## src/hw/rtl/quicksort_block_sorter_unit_macros.svh

```systemverilog
// ----------------------------------------------------------------------------
// Assertion macros for the block sorter.
// Concurrent checks in simulation; they expand to nothing in synthesis.
// ----------------------------------------------------------------------------
`ifndef QUICKSORT_BLOCK_SORTER_UNIT_MACROS_SVH
`define QUICKSORT_BLOCK_SORTER_UNIT_MACROS_SVH

`ifndef SYNTHESIS

// Same-cycle implication, checked outside reset.
`define QSBS_ASSERT_IMPLY(label, clk, rst_n, cond, expr) \
    label: assert property (@(posedge clk) disable iff (!rst_n) (cond) |-> (expr)) \
        else $error("block sorter check failed");

// Next-cycle implication, checked outside reset.
`define QSBS_ASSERT_NEXT(label, clk, rst_n, cond, expr) \
    label: assert property (@(posedge clk) disable iff (!rst_n) (cond) |=> (expr)) \
        else $error("block sorter check failed");

`else

`define QSBS_ASSERT_IMPLY(label, clk, rst_n, cond, expr)
`define QSBS_ASSERT_NEXT(label, clk, rst_n, cond, expr)

`endif

`endif

```

## src/hw/rtl/qsbs_pkg.sv

```systemverilog
// ----------------------------------------------------------------------------
// qsbs_pkg
// Types and constants shared by the block sorter modules.
// ----------------------------------------------------------------------------
package qsbs_pkg;

    // Number of elements one block can hold.
    localparam int DEPTH = 64;
    // Width of the element count, which must reach DEPTH itself.
    localparam int CNT_W = $clog2(DEPTH + 1);

    // One input beat.
    typedef struct packed {
        logic signed [31:0] value;
        logic               last;
    } item_t;

    // One result beat.
    typedef struct packed {
        logic signed [31:0] sorted_value;
        logic               last_res;
        logic               truncated;
    } result_t;

    // Controller states.
    typedef enum logic {
        ST_LOAD,
        ST_EMIT
    } state_t;

    // Commands broadcast from the controller to every cell.
    typedef struct packed {
        logic insert;
        logic shift;
    } cell_cmd_t;

endpackage

```

## src/hw/rtl/qsbs_ctrl.sv

```systemverilog
// ----------------------------------------------------------------------------
// qsbs_ctrl
// Load and emit sequencer: counts elements, tracks overflow, drives the chain.
// ----------------------------------------------------------------------------
module qsbs_ctrl
    import qsbs_pkg::*;
(
    input  logic      clk,
    input  logic      rst_n,
    input  logic      start,
    input  logic      item_last,
    output logic      busy,
    output logic      done,
    output logic      last_res,
    output logic      truncated,
    output cell_cmd_t cmd
);

    state_t             state_reg;
    state_t             state_next;
    logic [CNT_W-1:0]   count_reg;
    logic [CNT_W-1:0]   count_next;
    logic               ovf_reg;
    logic               ovf_next;
    logic               accept;
    logic               has_room;

    assign has_room = (count_reg < CNT_W'(DEPTH));

    // State register and counters.
    always_ff @(posedge clk or negedge rst_n)
    begin
        if (!rst_n)
        begin
            state_reg <= ST_LOAD;
            count_reg <= '0;
            ovf_reg   <= 1'b0;
        end
        else
        begin
            state_reg <= state_next;
            count_reg <= count_next;
            ovf_reg   <= ovf_next;
        end
    end

    // Next state and outputs. While emitting, the count holds the number of
    // elements still in the chain.
    always_comb
    begin
        state_next = state_reg;
        count_next = count_reg;
        ovf_next   = ovf_reg;
        accept     = 1'b0;
        busy       = 1'b0;
        done       = 1'b0;
        last_res   = 1'b0;
        truncated  = ovf_reg;
        cmd        = '0;
        case (state_reg)
            ST_LOAD:
            begin
                accept = start;
                if (accept)
                begin
                    if (has_room)
                    begin
                        cmd.insert = 1'b1;
                        count_next = count_reg + CNT_W'(1);
                    end
                    else
                    begin
                        ovf_next = 1'b1;
                    end
                    if (item_last)
                    begin
                        state_next = ST_EMIT;
                    end
                end
            end
            ST_EMIT:
            begin
                busy       = 1'b1;
                done       = 1'b1;
                cmd.shift  = 1'b1;
                last_res   = (count_reg == CNT_W'(1));
                count_next = count_reg - CNT_W'(1);
                if (last_res)
                begin
                    state_next = ST_LOAD;
                    ovf_next   = 1'b0;
                end
            end
            default:
            begin
                state_next = ST_LOAD;
            end
        endcase
    end

endmodule

```

## config.mk

```make
export PLATFORM = sky130hd
export DESIGN_NAME = qsbs_ctrl
export DESIGN_NICKNAME = d
export VERILOG_FILES = /design/src/hw/rtl/quicksort_block_sorter_unit_macros.svh /design/src/hw/rtl/qsbs_pkg.sv /design/src/hw/rtl/qsbs_ctrl.sv
export SDC_FILE = /design/constraint.sdc
export NUM_CORES = 1
export LEC_CHECK = 0
export ABC_AREA = 0
export BUFFER_PORTS_ARGS = -buffer_cell sky130_fd_sc_hd__buf_2
export CAP_MARGIN = 10
export CORE_AREA = 4 4 41 43
export DETAILED_ROUTE_END_ITERATION = 10
export DIE_AREA = 0 0 45 47
export PLACE_DENSITY = 0.7
export SLEW_MARGIN = 30
export SYNTH_ARGS = -nofsm -noshare
export SYNTH_HDL_FRONTEND = slang
export SYNTH_SLANG_ARGS = --single-unit
```

## constraint.sdc

```tcl
create_clock -name clk -period 3.1 [get_ports clk]
set_input_delay 0.155 -clock clk [delete_from_list [all_inputs] [get_ports clk]]
set_output_delay 0.155 -clock clk [all_outputs]
set_load 0.03 [all_outputs]
```

**Yosys cells after proc, flatten, opt, wreduce, memory -nomap -nowiden**

Cells that the tools add are included.

- Flip-flop bits (word level): 9
- Input port bits: 4
- Output and inout bits: 6
- Logic and storage cells: 30

- Add/sub/neg operators: 2
- $lt $le $gt $ge: 1
- Eq/ne operators: 5
- Muxes and demuxes: 16
- Bitwise gates (word level): 1
- Reductions and logical operators: 2

Operators by type and width:

| operator | count |
|---|---|
| 2-to-1 mux 7 bit | 2 |
| case mux 7 bit (2 select lines) | 1 |
| 2-to-1 mux 1 bit | 11 |
| adder 7 x 1 -> 7 bit, second input constant | 1 |
| == test 7 x 1 -> 1 bit, second input constant | 1 |
| < comparator 7 bit, second input constant | 1 |
| subtractor 7 x 1 -> 7 bit, second input constant | 1 |
| inequality test 2 bit, second input constant | 3 |
| case mux 1 bit (2 select lines) | 2 |
| AND reduction 3 bit | 1 |
| inequality test 2 x 1 -> 1 bit, second input constant | 1 |
| AND reduction 2 bit | 1 |
| NOT 1 bit | 1 |

**Depth between registers and ports, before layout**

- Depth after elaboration: 4
- Mapped depth: 5
- Depth with buffers taken out: 5

**Least setup slack after synthesis**

OpenSTA, ideal clock, no wires.

- Path kind: reg2reg
- Start: reg state_reg
- End: reg count_reg[5]
- Library setup time: 0.123 ns
- Arrival time: 1.601 ns
- Required time: 2.977 ns
- Setup slack: 1.376 ns
- Stages on the path, launching flop included: 5
- Path buffers: 0
- Period minus slack after synthesis: 1.724 ns
- Cells stage by stage: dfrtp_1 -> nor3b_2 -> and4_1 -> a31oi_1 -> xnor2_1

- Cells in the longest elaborated chain, start to end: 3
- Elaborated cells on any way between the ends: 5
- Classes of those cells: eq/ne: 2; mux: 1; bitwise: 1; reduce/logical: 1

RTL lines:

| what | RTL line | RTL |
|---|---|---|
| start: declaration | qsbs_ctrl.sv:19 | `state_t state_reg;` |
| start signal: assignment | qsbs_ctrl.sv:41 | `state_reg <= state_next;` |
| NOT 1 bit | n/a |  |
| inequality test 2 bit (no line) | n/a |  |
| AND reduction 2 bit (no line) | n/a |  |
| end signal: assignment | qsbs_ctrl.sv:42 | `count_reg <= count_next;` |
| end: declaration | qsbs_ctrl.sv:21 | `logic [CNT_W-1:0] count_reg;` |

Several ways; a longest one is shown, not always the timed one.
A chain may end at the register's enable or synchronous reset.

**Worst setup path in the final report**

- Start: reg count_reg[3]
- End: out last_res

- Cells in the longest elaborated chain, start to end: 2

RTL lines:

| what | RTL line | RTL |
|---|---|---|
| == test 7 x 1 -> 1 bit | qsbs_ctrl.sv:86 | `last_res = (count_reg == CNT_W'(1));` |
| 2-to-1 mux 1 bit | qsbs_ctrl.sv:60 | `case (state_reg)` |
| end: declaration | qsbs_ctrl.sv:14 | `output logic last_res,` |

Every way passes these cells.

==> summary.txt <==
==================================================================================================
TritonCTS clock tree                                                                         built
Detail Placement HPWL                                                                       719 um
Start-to-end type of the worst setup path                                             register to output pin
Number of nets with antenna violations after detailed routing                                    0
Global route total overflow                                                                      0
Leading cell types in the layout, fill and taps excluded                              dfrtp_1 (9), buf_2 (9), nand2_1 (6)
Num rows                                                                                        13
Pin count of the biggest net entering global routing                                            15
Proportion of layout cells with a drive suffix above 1                                       23.8%
Min setup slack post-route                                                                 1.37 ns
DIE HEIGHT                                                                                   47 um
Max transition margin                                                                        75.6%
Root buffer selected by CTS                                                               clkbuf_4
Die Footprint                                                                             2120 um2
Series of cell instances along the critical path                                      nor4_1 > nand3b_1 > nor2_1 > buf_2
Worst-case reg-to-reg path depth                                                                 4
Initial Utilization                                                                          40.2%
Number of buffers and inverters on the critical path                                             1
Via count of the first global-routing pass                                                     346
Weighted congestion at the end of routability-driven global placement                        0.767
Post-synth EDFFs                                                                                 0
Initial antenna violation count                                                                  0
Highest clock frequency the design can meet                                              0.578 GHz
Vias per cell                                                                                 5.15
Clock transition time at the flip-flop clock pins of the worst setup and hold paths        0.06 ns
Part of the Yosys area used for sequential elements                                          43.1%
Total of fill cells in the finished design                                                     145
Stage delay of the slowest cell on the critical path                                       0.44 ns
Layout Area Growth over Synthesis                                                            14.1%
Kind of cell with the highest combined delay on the critical path                     simple AND/OR/NAND/NOR gates
Post-CTS Setup Repair Bufs                                                                       0
Netlist area before placement                                                              523 um2
Clk_skew                                                                               0.000763 ns
Clk buf depth                                                                                    2
Number of remaining DRC errors                                                                   0
Horizontal die dimension                                                                     45 um
Cell area after placement                                                                  561 um2
Number of port buffers                                                                           9
Count of unique library cells instantiated by Yosys                                             24
Mean routed wirelength per cell                                                            12.1 um
Post-layout min period                                                                     1.73 ns
Peak supply drop                                                                        0.000425 V
Final number of setup-violating endpoints                                                        0
Critical-path top delay cell                                                               dfrtp_1
Crit path depth                                                                                  4
Status                                                                                finished clean
Iteration count of the initial detailed-routing pass                                             2
Count of maximum capacitance violations                                                          0
Number of flip-flops in the largest register                                                     7
Number of instances in the synthesized netlist                                                  52
Data arrival at the endpoint of the critical path                                          1.57 ns
Async SR Flop Fraction                                                                        100%
Final clock period utilization by the worst path                                             55.8%
RSZ-0062 raised after global routing                                                            no
Number of synthesized register bits                                                              9
Crit end category                                                                       output pin
Vias post-DR                                                                                   402
Number of buffers created by CTS                                                                 3
Num ports                                                                                       10
TritonCTS Sinks                                                                                  9
Post-layout total power                                                                     586 uW
Final std cell area, no fill                                                               597 um2
Slew at the pin closest to its max-slew limit                                             0.366 ns
Total number of nets in the final design                                                        71
Number of hold-slack violations in the final timing report                                       0
Setup WS pre-CTS                                                                           1.60 ns
Synthesized area per cell                                                                 10.1 um2
Worst setup SP type                                                                       register
First DRT Iteration DRCs                                                                         2
Post-synth top flop                                                                        dfrtp_1
Overall Global Routing Usage                                                                 10.4%
Sum Neg Setup Slack                                                                           0 ns
Clock insertion delay at the later pin of the skew report                                  0.26 ns
Final wirelength                                                                            945 um
Worst Hold Margin                                                                         0.138 ns
H-tree levels                                                                                    1
Syn nets                                                                                        59
Core Footprint                                                                            1300 um2
Count of pins over their slew limit                                                              0
Worst endpoint required time                                                               2.94 ns
Ratio of total power to cell area                                                       981 nW/um2
Diodes inserted                                                                                  0
Synthesis warning total                                                                          0
Worst hold path type                                                                  primary input to register
Static power due to leakage                                                            0.000279 uW
Wire length of the first global-routing pass                                               1.46 mm
Critical path fanouts, max                                                                       6
Cell depth of the worst min-delay path                                                           3
==================================================================================================
-- Yosys cell counts, types with 2 or more instances --
| library cell | count | area share, % |
|---|---|---|
| xor2_1 | 3 | 5.0 |
| nand2_1 | 6 | 4.3 |
| nor2_1 | 3 | 2.2 |
| buf_4 | 2 | 2.9 |
| inv_1 | 3 | 2.2 |
| dfrtp_1 | 9 | 43 |
| a21oi_1 | 3 | 2.9 |
| ha_1 | 3 | 7.2 |
| o21ai_0 | 2 | 1.9 |
| xnor2_1 | 3 | 5.0 |
| nand4_1 | 2 | 2.4 |
-- final timing paths --
kind                                      to          from  slack [ns]
worst max register to register  count_reg[5]     state_reg        1.60
min in group asynchronous       count_reg[2]         rst_n        0.27
worst max-delay path                last_res  count_reg[3]        1.37
max in group asynchronous       count_reg[0]         rst_n        2.65
worst min-delay path               state_reg     item_last        0.14
worst min register to register  count_reg[5]  count_reg[5]        0.52
-- area by class of cell --
class / count / area (um2) / area share (%)
Multi-Input combinational cell: 37 / 260 / 43.6
Sequential cell: 9 / 225 / 37.7
Timing Repair Buffer: 10 / 55.1 / 9.22
Clock buffer: 4 / 26.3 / 4.40
Tap cell: 15 / 18.8 / 3.14
Inverter: 3 / 11.3 / 1.89
-- cells by family (layout without fill, tap and decap cells) --
group / Yosys count / count (layout) / share of synthesized area (%)
buf+inv: 6 / 17 / 7.18
flops: 9 / 9 / 43.1
compound gates: 9 / 9 / 10.3
xor+xnor: 6 / 6 / 10.0
simple gates: 19 / 19 / 22.2
fa+ha+maj: 3 / 3 / 7.18
-- power breakdown --
part | internal [uW] | switching, uW | total [uW]
clock | 49.6 | 41.2 | 90.8
combinational | 101 | 124 | 225
sequential | 175 | 95.2 | 270
-- metal layers --
| metal | global-route usage, % | part of all wire [%] |
|---|---|---|
| met1 | 11.7 | 45 |
| met2 | 15.8 | 47 |
| met3 | 5.75 | 5.5 |
| met4 | 5.26 | 1.9 |
| met5 | 0 | 0 |
-- worst min-delay path, delay by kind of cell --
kind | cells | cell delay (ns)
compound gates | 1 | 0.06
simple gates | 1 | 0.05
buf+inv | 1 | 0.09
-- stage by stage --
stage	std cells	util, %
4_1_cts	78	45.9
3_3_place_gp	73	43.1
5_1_grt	78	45.9
3_5_place_dp	73	43.1
2_1_floorplan	52	-
6_report	78	45.9
-- what timing repair did --
action,CTS,global route
hold endpoints to repair,9,0
resized for setup,0,0
hold buffers,1,0
Power figures use the tool's default switching activity.
