File: src/hw/rtl/quicksort_block_sorter_unit_macros.svh
// ----------------------------------------------------------------------------
// Assertion macros for the block sorter.
// Concurrent checks in simulation; they expand to nothing in synthesis.
// ----------------------------------------------------------------------------
`ifndef QUICKSORT_BLOCK_SORTER_UNIT_MACROS_SVH
`define QUICKSORT_BLOCK_SORTER_UNIT_MACROS_SVH

`ifndef SYNTHESIS

// Same-cycle implication, checked outside reset.
`define QSBS_ASSERT_IMPLY(label, clk, rst_n, cond, expr) \
    label: assert property (@(posedge clk) disable iff (!rst_n) (cond) |-> (expr)) \
        else $error("block sorter check failed");

// Next-cycle implication, checked outside reset.
`define QSBS_ASSERT_NEXT(label, clk, rst_n, cond, expr) \
    label: assert property (@(posedge clk) disable iff (!rst_n) (cond) |=> (expr)) \
        else $error("block sorter check failed");

`else

`define QSBS_ASSERT_IMPLY(label, clk, rst_n, cond, expr)
`define QSBS_ASSERT_NEXT(label, clk, rst_n, cond, expr)

`endif

`endif

File: src/hw/rtl/qsbs_pkg.sv
// ----------------------------------------------------------------------------
// qsbs_pkg
// Types and constants shared by the block sorter modules.
// ----------------------------------------------------------------------------
package qsbs_pkg;

    // Number of elements one block can hold.
    localparam int DEPTH = 64;
    // Width of the element count, which must reach DEPTH itself.
    localparam int CNT_W = $clog2(DEPTH + 1);

    // One input beat.
    typedef struct packed {
        logic signed [31:0] value;
        logic               last;
    } item_t;

    // One result beat.
    typedef struct packed {
        logic signed [31:0] sorted_value;
        logic               last_res;
        logic               truncated;
    } result_t;

    // Controller states.
    typedef enum logic {
        ST_LOAD,
        ST_EMIT
    } state_t;

    // Commands broadcast from the controller to every cell.
    typedef struct packed {
        logic insert;
        logic shift;
    } cell_cmd_t;

endpackage

File: src/hw/rtl/qsbs_cell.sv
// ----------------------------------------------------------------------------
// qsbs_cell
// One cell of the sorting chain: holds one element and its valid flag.
// ----------------------------------------------------------------------------
module qsbs_cell
    import qsbs_pkg::*;
(
    input  logic               clk,
    input  logic               rst_n,
    input  cell_cmd_t          cmd,
    input  logic signed [31:0] new_value,
    input  logic               prev_lt,
    input  logic signed [31:0] prev_value,
    input  logic               prev_valid,
    input  logic signed [31:0] next_value,
    input  logic               next_valid,
    output logic               lt,
    output logic signed [31:0] value,
    output logic               valid
);

    logic signed [31:0] value_reg;
    logic signed [31:0] value_next;
    logic               valid_reg;
    logic               valid_next;

    // An empty cell counts as larger than any value.
    assign lt = !valid_reg || (new_value < value_reg);

    // On insert, cells above the insertion point move up by one; the cell at
    // the insertion point takes the new value. On shift, the chain moves down.
    always_comb
    begin
        value_next = value_reg;
        valid_next = valid_reg;
        if (cmd.shift)
        begin
            value_next = next_value;
            valid_next = next_valid;
        end
        else if (cmd.insert && lt)
        begin
            if (prev_lt)
            begin
                value_next = prev_value;
                valid_next = prev_valid;
            end
            else
            begin
                value_next = new_value;
                valid_next = 1'b1;
            end
        end
    end

    // Element payload.
    always_ff @(posedge clk)
    begin
        value_reg <= value_next;
    end

    // Occupancy flag.
    always_ff @(posedge clk or negedge rst_n)
    begin
        if (!rst_n)
        begin
            valid_reg <= 1'b0;
        end
        else
        begin
            valid_reg <= valid_next;
        end
    end

    assign value = value_reg;
    assign valid = valid_reg;

endmodule

File: config.mk
export PLATFORM = sky130hd
export DESIGN_NAME = qsbs_cell
export DESIGN_NICKNAME = d
export VERILOG_FILES = /design/src/hw/rtl/quicksort_block_sorter_unit_macros.svh /design/src/hw/rtl/qsbs_pkg.sv /design/src/hw/rtl/qsbs_cell.sv
export SDC_FILE = /design/constraint.sdc
export NUM_CORES = 1
export LEC_CHECK = 0
export ABC_CLOCK_PERIOD_IN_PS = 5200
export BUFFER_PORTS_ARGS = -buffer_cell sky130_fd_sc_hd__clkbuf_2
export CORE_MARGIN = 1
export CORE_UTILIZATION = 39
export CTS_BUF_LIST = sky130_fd_sc_hd__clkbuf_16
export DETAILED_ROUTE_END_ITERATION = 10
export GPL_TIMING_DRIVEN = 0
export PLACE_DENSITY_LB_ADDON = 0.2
export SLEW_MARGIN = 5
export SYNTH_ARGS = -nofsm -noshare
export SYNTH_HDL_FRONTEND = slang
export SYNTH_SLANG_ARGS = --single-unit
File: constraint.sdc
create_clock -name clk -period 5.2 [get_ports clk]
set_input_delay 0.26 -clock clk [delete_from_list [all_inputs] [get_ports clk]]
set_output_delay 0.26 -clock clk [all_outputs]
set_load 0.01 [all_outputs]
* Word-level counts from Yosys, hierarchy flattened
Cells that the tools add are included.
** Cells by class
- Bitwise logic cells :: 0
- Reduce and logical (&&, ||, !) cells :: 4
- Magnitude comparators :: 1
- Multiply operators :: 0
- $add $sub $neg :: 0
- Divide/modulo/power cells :: 0
- Eq/ne operators :: 0
- Shifts and indexed selects :: 0
- Multiplexer cells :: 6
** Operator list (count)
- $mux 32 :: 3
- $lt 32x32->1 :: 1
- $mux 1 :: 3
- $reduce_bool 2->1 :: 1
- $logic_and 1x1->1 :: 1
- $logic_not 1->1 :: 1
- $logic_or 1x1->1 :: 1
** Storage, ports and cells
- Bits in registers :: 33
- RAM bits :: 0
- Bits in read-only memories :: 0
- Logic and storage cells :: 13
- Memories :: 0
- Latch bits :: 0

* Depth between registers and ports, before layout
Gate-level depths: netlist of run 1.
- Word-level depth :: 5
- Mapped depth :: 8
- Gate-level depth less buffers :: 8

* Worst setup path after synthesis of run 1
OpenSTA, ideal clock, no wires.
- Path type :: flip-flop to flip-flop
- Start point :: register value_reg[2], in the netlist value[2]
- End point :: register value_reg[0], in the netlist value[0] (enable)
- Data arrival time :: 3790 ps
- Setup slack :: 949 ps
- Stages on the path, launching flop included :: 9
- Data required time :: 4739 ps
- Period minus slack after synthesis :: 4251 ps
- Cells stage by stage :: edfxtp_1 > inv_1 > ha_1 > a211o_1 > a31oi_1 > o311a_1 > o41ai_2 > and3_1 > nor3_1
** On the way
- Word-level cells in the longest chain between the ends :: 4
** Ends and longest elaborated chain
- from (decl) :: RTL line qsbs_cell.sv:22 : logic signed [31:0] value_reg;
- from (signal assigned) :: RTL line qsbs_cell.sv:59 : value_reg <= value_next;
- $lt 32x32->1 :: RTL line qsbs_cell.sv:28 : assign lt = !valid_reg || (new_value < value_reg);
- $logic_or 1x1->1 :: RTL line qsbs_cell.sv:28
- $logic_and 1x1->1 :: RTL line qsbs_cell.sv:41 : else if (cmd.insert && lt)
- $reduce_bool 2->1 (no line)
Every way passes these cells.
A chain may end at the register's enable or synchronous reset.

* Final worst setup path of run 1
- Start point :: register value_reg[31], in the netlist value[31]
- End point :: register value_reg[25], in the netlist value[25] (enable)
Same word-level chain as after synthesis.

==> impl_metrics.tcl, run 1 <==
set metrics [dict create \
    run_status "complete, no violations" \
    finalMaxSlewViolations 0 \
    ys_ff_latch 33 \
    drc_errors 0 \
    cts.sinks 33 \
    start_util 0.412 \
    clk_latency_ps 270 \
    post_synth_num_cell_types 33 \
    placed_area_sq_um 3300 \
    cpPeakStageDelay_ps 580 \
    die_width_um 82.0 \
    finalInstanceArea_sq_um 3450 \
    worst_path_most_repeated_cell "buf_6" \
    tritoncts "built" \
    yosys_warnings 0 \
    num_antenna_cells 0 \
    maxSlewHeadroom 0.566 \
    grt_pass1_vias 2229 \
    cts_root_buf "clkbuf_16" \
    ir_drop_mv 0.132 \
    post_cts.repair.setup_buffers 0 \
    postCtsHoldBufs 1 \
    layout_commonest_cell "clkbuf_2" \
    grt_usage 0.196 \
    overflow 0 \
    wl_per_cell_um 13.1 \
    num_rows 28 \
    ys_seq_area_frac 0.395 \
    cts_resized 0 \
    worstMarginPinSlew_ps 648 \
    max_cap_violations 0 \
    firstDrtPassIters 4 \
    final_antenna_net_count 0 \
    worstPathArrival_ps 2900 \
    min-delay-start "next_value[28]" \
    powerDensity_nw_per_um2 275 \
    coreArea_sq_um 6060 \
    ioPinCount 137 \
    clk_pin_slew_worst_paths_ps 50 \
    min_path_type "primary input to flip-flop" \
    syn-cell-area_sq_um 2500 \
    wirelength_um 6340 \
    synth_cells 263 \
    htreeDepth 2 \
    crit_type "flip-flop to flip-flop" \
    clock_skew_ps 4.16 \
    viasPerCell 4.94 \
    antenna_found_initial 0 \
    setup_viol 0 \
    min_period_over_period 0.561 \
    slowest_stage "nor3_2" \
    syn_nets 397 \
    clock.fmax_mhz 343 \
    cp-start-kind "flip-flop" \
    cts_made_buffers 5 \
    via_count 2394 \
    die_h_um 82.0 \
    grt_pass1_wl_um 9960 \
    area_growth_pct 38.1 \
    rsz0062_at_grt "false" \
    utilization 0.569 \
    portBuffers 135 \
    drtIter0Drc 56 \
    grt_start_max_net_pins 11 \
    hpwl_um 5340 \
    syn_area_per_cell_sq_um 9.50 \
    critPathMaxFanout 10 \
    finalHoldViolCount 0 \
    drive_above_1_share 0.363 \
    worstReg2RegStart "value[31]" \
    required_ps 5180 \
    largest_reg_flops 32 \
    die_area_sq_um 6730 \
    period_needed_ps 2920 \
    worstPathCellList "inv_1 -> ha_1 -> nand4_1 -> nor3_1 -> nand2_1 -> o211ai_1 -> nor4b_1 -> nor3_2 -> buf_6 -> buf_6" \
    final_nets 543 \
    gp_congestion 0.773 \
    power.leakage_nw 1.84 \
    crit_start "value[31]" \
    most-common-layout-cells "135 x clkbuf_2, 42 x nand2_1, 35 x o21ai_0, 34 x inv_1" \
    clockBufferDepth 2 \
    cp-end-kind "flip-flop" \
]
[layout make-up]
class	count	area, sq um
fillers	594	2610
multi-input cells	187	1350
flip-flops and latches	33	986
repair buffers	139	716
clock buffers	5	125
inverters	32	120
well taps	75	93.8
plain buffers	11	45.0
clock inverters	3	11.3
[synth_stat cells (all sizes together)]
library cell	number	area share
o311a	1	0.0040
a211o	1	0.0035
clkbuf	8	0.012
mux2	1	0.0045
and3	1	0.0025
a21o	1	0.0030
and3b	1	0.0035
or3	1	0.0025
o211ai	1	0.0030
a31oi	1	0.0025
mux2i	32	0.13
buf	3	0.0060
nor4	1	0.0025
o21ai	36	0.072
o22ai	1	0.0025
nor4b	1	0.0035
nand3	2	0.0040
a221oi	1	0.0060
nor3	2	0.0040
nand4	6	0.015
a211oi	1	0.0030
nand2b	2	0.0050
inv	32	0.048
a21oi	13	0.026
nor2	4	0.0060
ha	31	0.16
a221o	1	0.0040
o41ai	1	0.0065
edfxtp	32	0.38
o2bb2ai	1	0.0035
dfrtp	1	0.010
nand2	42	0.063
[worst paths after layout]
path | slack (ps) | end | cells after the start
min in group asynchronous | 310 | valid | 2
worst min register to register | 840 | valid | 4
worst max-delay path | 2280 | value[25] | 10
worst max register to register | 2280 | value[25] | 10
worst min-delay path | 270 | value[28] | 3
max in group asynchronous | 4810 | valid | 2
[routing by layer]
layer  global-route usage  wire, um  share of wire  vias up
met3               0.0533       407          0.064        7
li1                     -         -              -     1242
met5                    0         0              0        -
met2                0.357      3140           0.50       87
met1                0.225      2740           0.43     1058
met4               0.0491        52         0.0082        0
[worst max-delay path, delay by kind of cell (launching register included)]
family | cells | cell delay [ps]
adders and majority gates | 1 | 390
buffers and inverters | 3 | 470
and+or+nand+nor | 5 | 1220
DFF | 1 | 370
AOI/OAI and AO/OA | 1 | 180
[metrics by stage]
stage	std cells	total power, mW	setup slack [ps]	hold WS, ps	setup TNS, ps
2_1_floorplan	263	0.548	949	-35.6	0
5_1_grt	485	1.02	2080	271	0
6_report	485	0.949	2280	266	0
3_5_place_dp	476	0.683	2270	35.9	0
3_3_place_gp	473	0.669	-355	35.7	-11330
4_1_cts	485	0.963	2240	259	0
[power breakdown]
| part | total (mW) | switching, mW | internal [mW] | leakage (nW) |
|---|---|---|---|---|
| sequential | 0.368 | 0.0216 | 0.347 | 0.337 |
| combinational | 0.306 | 0.167 | 0.138 | 1.43 |
| clock | 0.275 | 0.103 | 0.172 | 0.0738 |
| total | 0.949 | 0.291 | 0.657 | 1.84 |
[kinds of logic (layout without fill, tap and decap cells)]
family,count (synthesis),count (layout),synth area share
AND/OR/NAND/NOR,63,63,0.112
AO/OA/AOI/OAI,60,60,0.140
buffers and inverters,43,190,0.0661
multiplexers,33,33,0.133
flip-flops,33,33,0.395
adder cells (fa/ha/maj),31,31,0.155
Note: power is estimated with default switching activity, not from simulation.
==> run 2, diff against run 1 <==
--- a/config.mk
+++ b/config.mk
@@ -5,7 +5,7 @@
 export SDC_FILE = /design/constraint.sdc
 export NUM_CORES = 1
 export LEC_CHECK = 0
-export ABC_CLOCK_PERIOD_IN_PS = 5200
+export ABC_CLOCK_PERIOD_IN_PS = 3000
 export BUFFER_PORTS_ARGS = -buffer_cell sky130_fd_sc_hd__clkbuf_2
 export CORE_MARGIN = 1
 export CORE_UTILIZATION = 39
==> constraint.sdc (replaced) <==
create_clock -name clk -period 3 [get_ports clk]
set_input_delay 0.15 -clock clk [delete_from_list [all_inputs] [get_ports clk]]
set_output_delay 0.15 -clock clk [all_outputs]
set_load 0.01 [all_outputs]
==> impl_metrics.tcl, run 2 (same netlist as run 1, synthesis figures left out) <==
set metrics [dict create \
    run_status "complete, no violations" \
    final_nets 542 \
    area_growth_pct 38.2 \
    cts_made_buffers 5 \
    switching_share 0.308 \
    die_h_um 82.0 \
    finalMaxSlewViolations 0 \
    power_frac_comb 0.328 \
    powerDensity_nw_per_um2 477 \
    critPathMaxFanout 13 \
    dp_cells 475 \
    min_path_type "primary input to flip-flop" \
    num_antenna_cells 0 \
    clock_skew_ps 3.93 \
    post_cts.repair.setup_buffers 0 \
    final_cells 483 \
    clockPowerShare 0.285 \
    worstPathArrival_ps 2700 \
    total_power_mw 1.65 \
    coreArea_sq_um 6060 \
    clk_pin_slew_worst_paths_ps 50 \
    grt_pass1_vias 2235 \
    utilization 0.570 \
    setup_viol 0 \
    required_ps 2980 \
    die_area_sq_um 6730 \
    maxSlewHeadroom 0.594 \
    wirelength_um 6660 \
    largest_reg_flops 32 \
    max_cap_violations 0 \
    ir_drop_mv 0.272 \
    period_needed_ps 2730 \
    drc_errors 0 \
    power_frac_seq 0.388 \
    critPathBufInv 2 \
    clockBufferDepth 2 \
    overflow 0 \
    cts_resized 0 \
    finalHoldViolCount 0 \
    cts.sinks 33 \
    grt_pass1_wl_um 10100 \
    num_rows 28 \
    grt_start_max_net_pins 14 \
    clk_latency_ps 270 \
    cpLargestDelayFamily "compound AO/OA/AOI/OAI gates" \
    drtIter0Drc 52 \
    min_period_over_period 0.909 \
    portBuffers 135 \
    worstMarginPinSlew_ps 600 \
    layout_commonest_cell "clkbuf_2" \
    drive_above_1_share 0.363 \
    power.leakage_nw 1.83 \
    wl_per_cell_um 13.8 \
    cp-start-kind "flip-flop" \
    htreeDepth 2 \
    antenna_found_initial 0 \
    die_width_um 82.0 \
    cp-end-kind "flip-flop" \
    gp_congestion 0.769 \
    hpwl_um 5480 \
    cts_root_buf "clkbuf_16" \
    start_util 0.412 \
    power_switching_mw 0.508 \
    tritoncts "built" \
    worstPathCellList "inv_1 -> ha_1 -> a211o_1 -> a31oi_1 -> o311a_1 -> o41ai_2 -> and3_1 -> nor3_4 -> buf_8" \
    most-common-layout-cells "135 x clkbuf_2, 42 x nand2_1, 35 x o21ai_0, 33 x inv_1" \
    viasPerCell 4.99 \
    crit_type "flip-flop to flip-flop" \
    slowest_stage "nor3_4" \
    firstDrtPassIters 4 \
    via_count 2410 \
    ioPinCount 137 \
    grt_usage 0.201 \
    intPower_mw 1.14 \
    cpPeakStageDelay_ps 510 \
    rsz0062_at_grt "false" \
    final_antenna_net_count 0 \
    clock.fmax_mhz 367 \
]
[run 2: cell types whose count changed in the layout (fill, tap and decap cells not counted)]
cell	before	now
buf_6	2	0
buf_8	0	2
buf_4	1	0
inv_1	34	33
nor3_2	1	0
nor3_4	0	1
[run 2: worst paths after layout]
| path | startpoint | end | slack [ps] | cells after the start |
|---|---|---|---|---|
| worst max-delay path | value[2] | value[2] | 270 | 9 |
| worst min-delay path | next_value[21] | value[21] | 160 | 3 |
| worst max register to register | value[2] | value[2] | 270 | 9 |
| worst min register to register | valid | valid | 860 | 4 |
| max in group asynchronous | rst_n | valid | 2730 | 2 |
| min in group asynchronous | rst_n | valid | 180 | 2 |
[run 2: stage by stage]
stage / TNS [ps] / hold slack, ps / worst slack, ps / instance area (sq um)
floorplan: 0 / -146 / 179 / 2510
global placement: -10020 / -74.4 / -314 / 3280
detailed placement: 0 / -73.7 / 211 / 3310
CTS: 0 / 152 / 205 / 3450
global route: 0 / 163 / 70.0 / 3450
finish: 0 / 157 / 274 / 3450
[run 2: worst min-delay path, delay by kind of cell]
family | cells | cell delay (ps)
buffers and inverters | 1 | 80
AOI/OAI and AO/OA | 1 | 50
and+or+nand+nor | 1 | 40
[run 2: layer usage]
| metal | track usage | wire, um | vias up |
|---|---|---|---|
| met5 | 0 | 0 | - |
| met4 | 0.0526 | 21 | 0 |
| met3 | 0.0578 | 429 | 2 |
| met2 | 0.369 | 3430 | 86 |
| met1 | 0.224 | 2780 | 1087 |
| li1 | - | - | 1235 |
[run 2: final cells by class]
cell class,instances,area [sq um]
plain buffers,11,45.0
multi-input cells,187,1360
clock inverters,2,7.51
inverters,32,120
flip-flops and latches,33,986
well taps,75,93.8
clock buffers,5,125
repair buffers,138,716
fillers,575,2610
[run 2: timing repair]
action | CTS | global route
hold buffers | 1 | 0
hold endpoints to repair | 1 | 0
setup endpoints to repair | 0 | 0
[run 2: power by group through the flow]
| stage | registers (mW) | logic (mW) | clock network [mW] |
|---|---|---|---|
| 2_1_floorplan | 0.681 | 0.270 | 0 |
| 6_report | 0.639 | 0.540 | 0.469 |
| 4_1_cts | 0.639 | 0.549 | 0.482 |
| 5_1_grt | 0.648 | 0.608 | 0.503 |
| 3_3_place_gp | 0.647 | 0.512 | 0 |
| 3_5_place_dp | 0.648 | 0.544 | 0 |
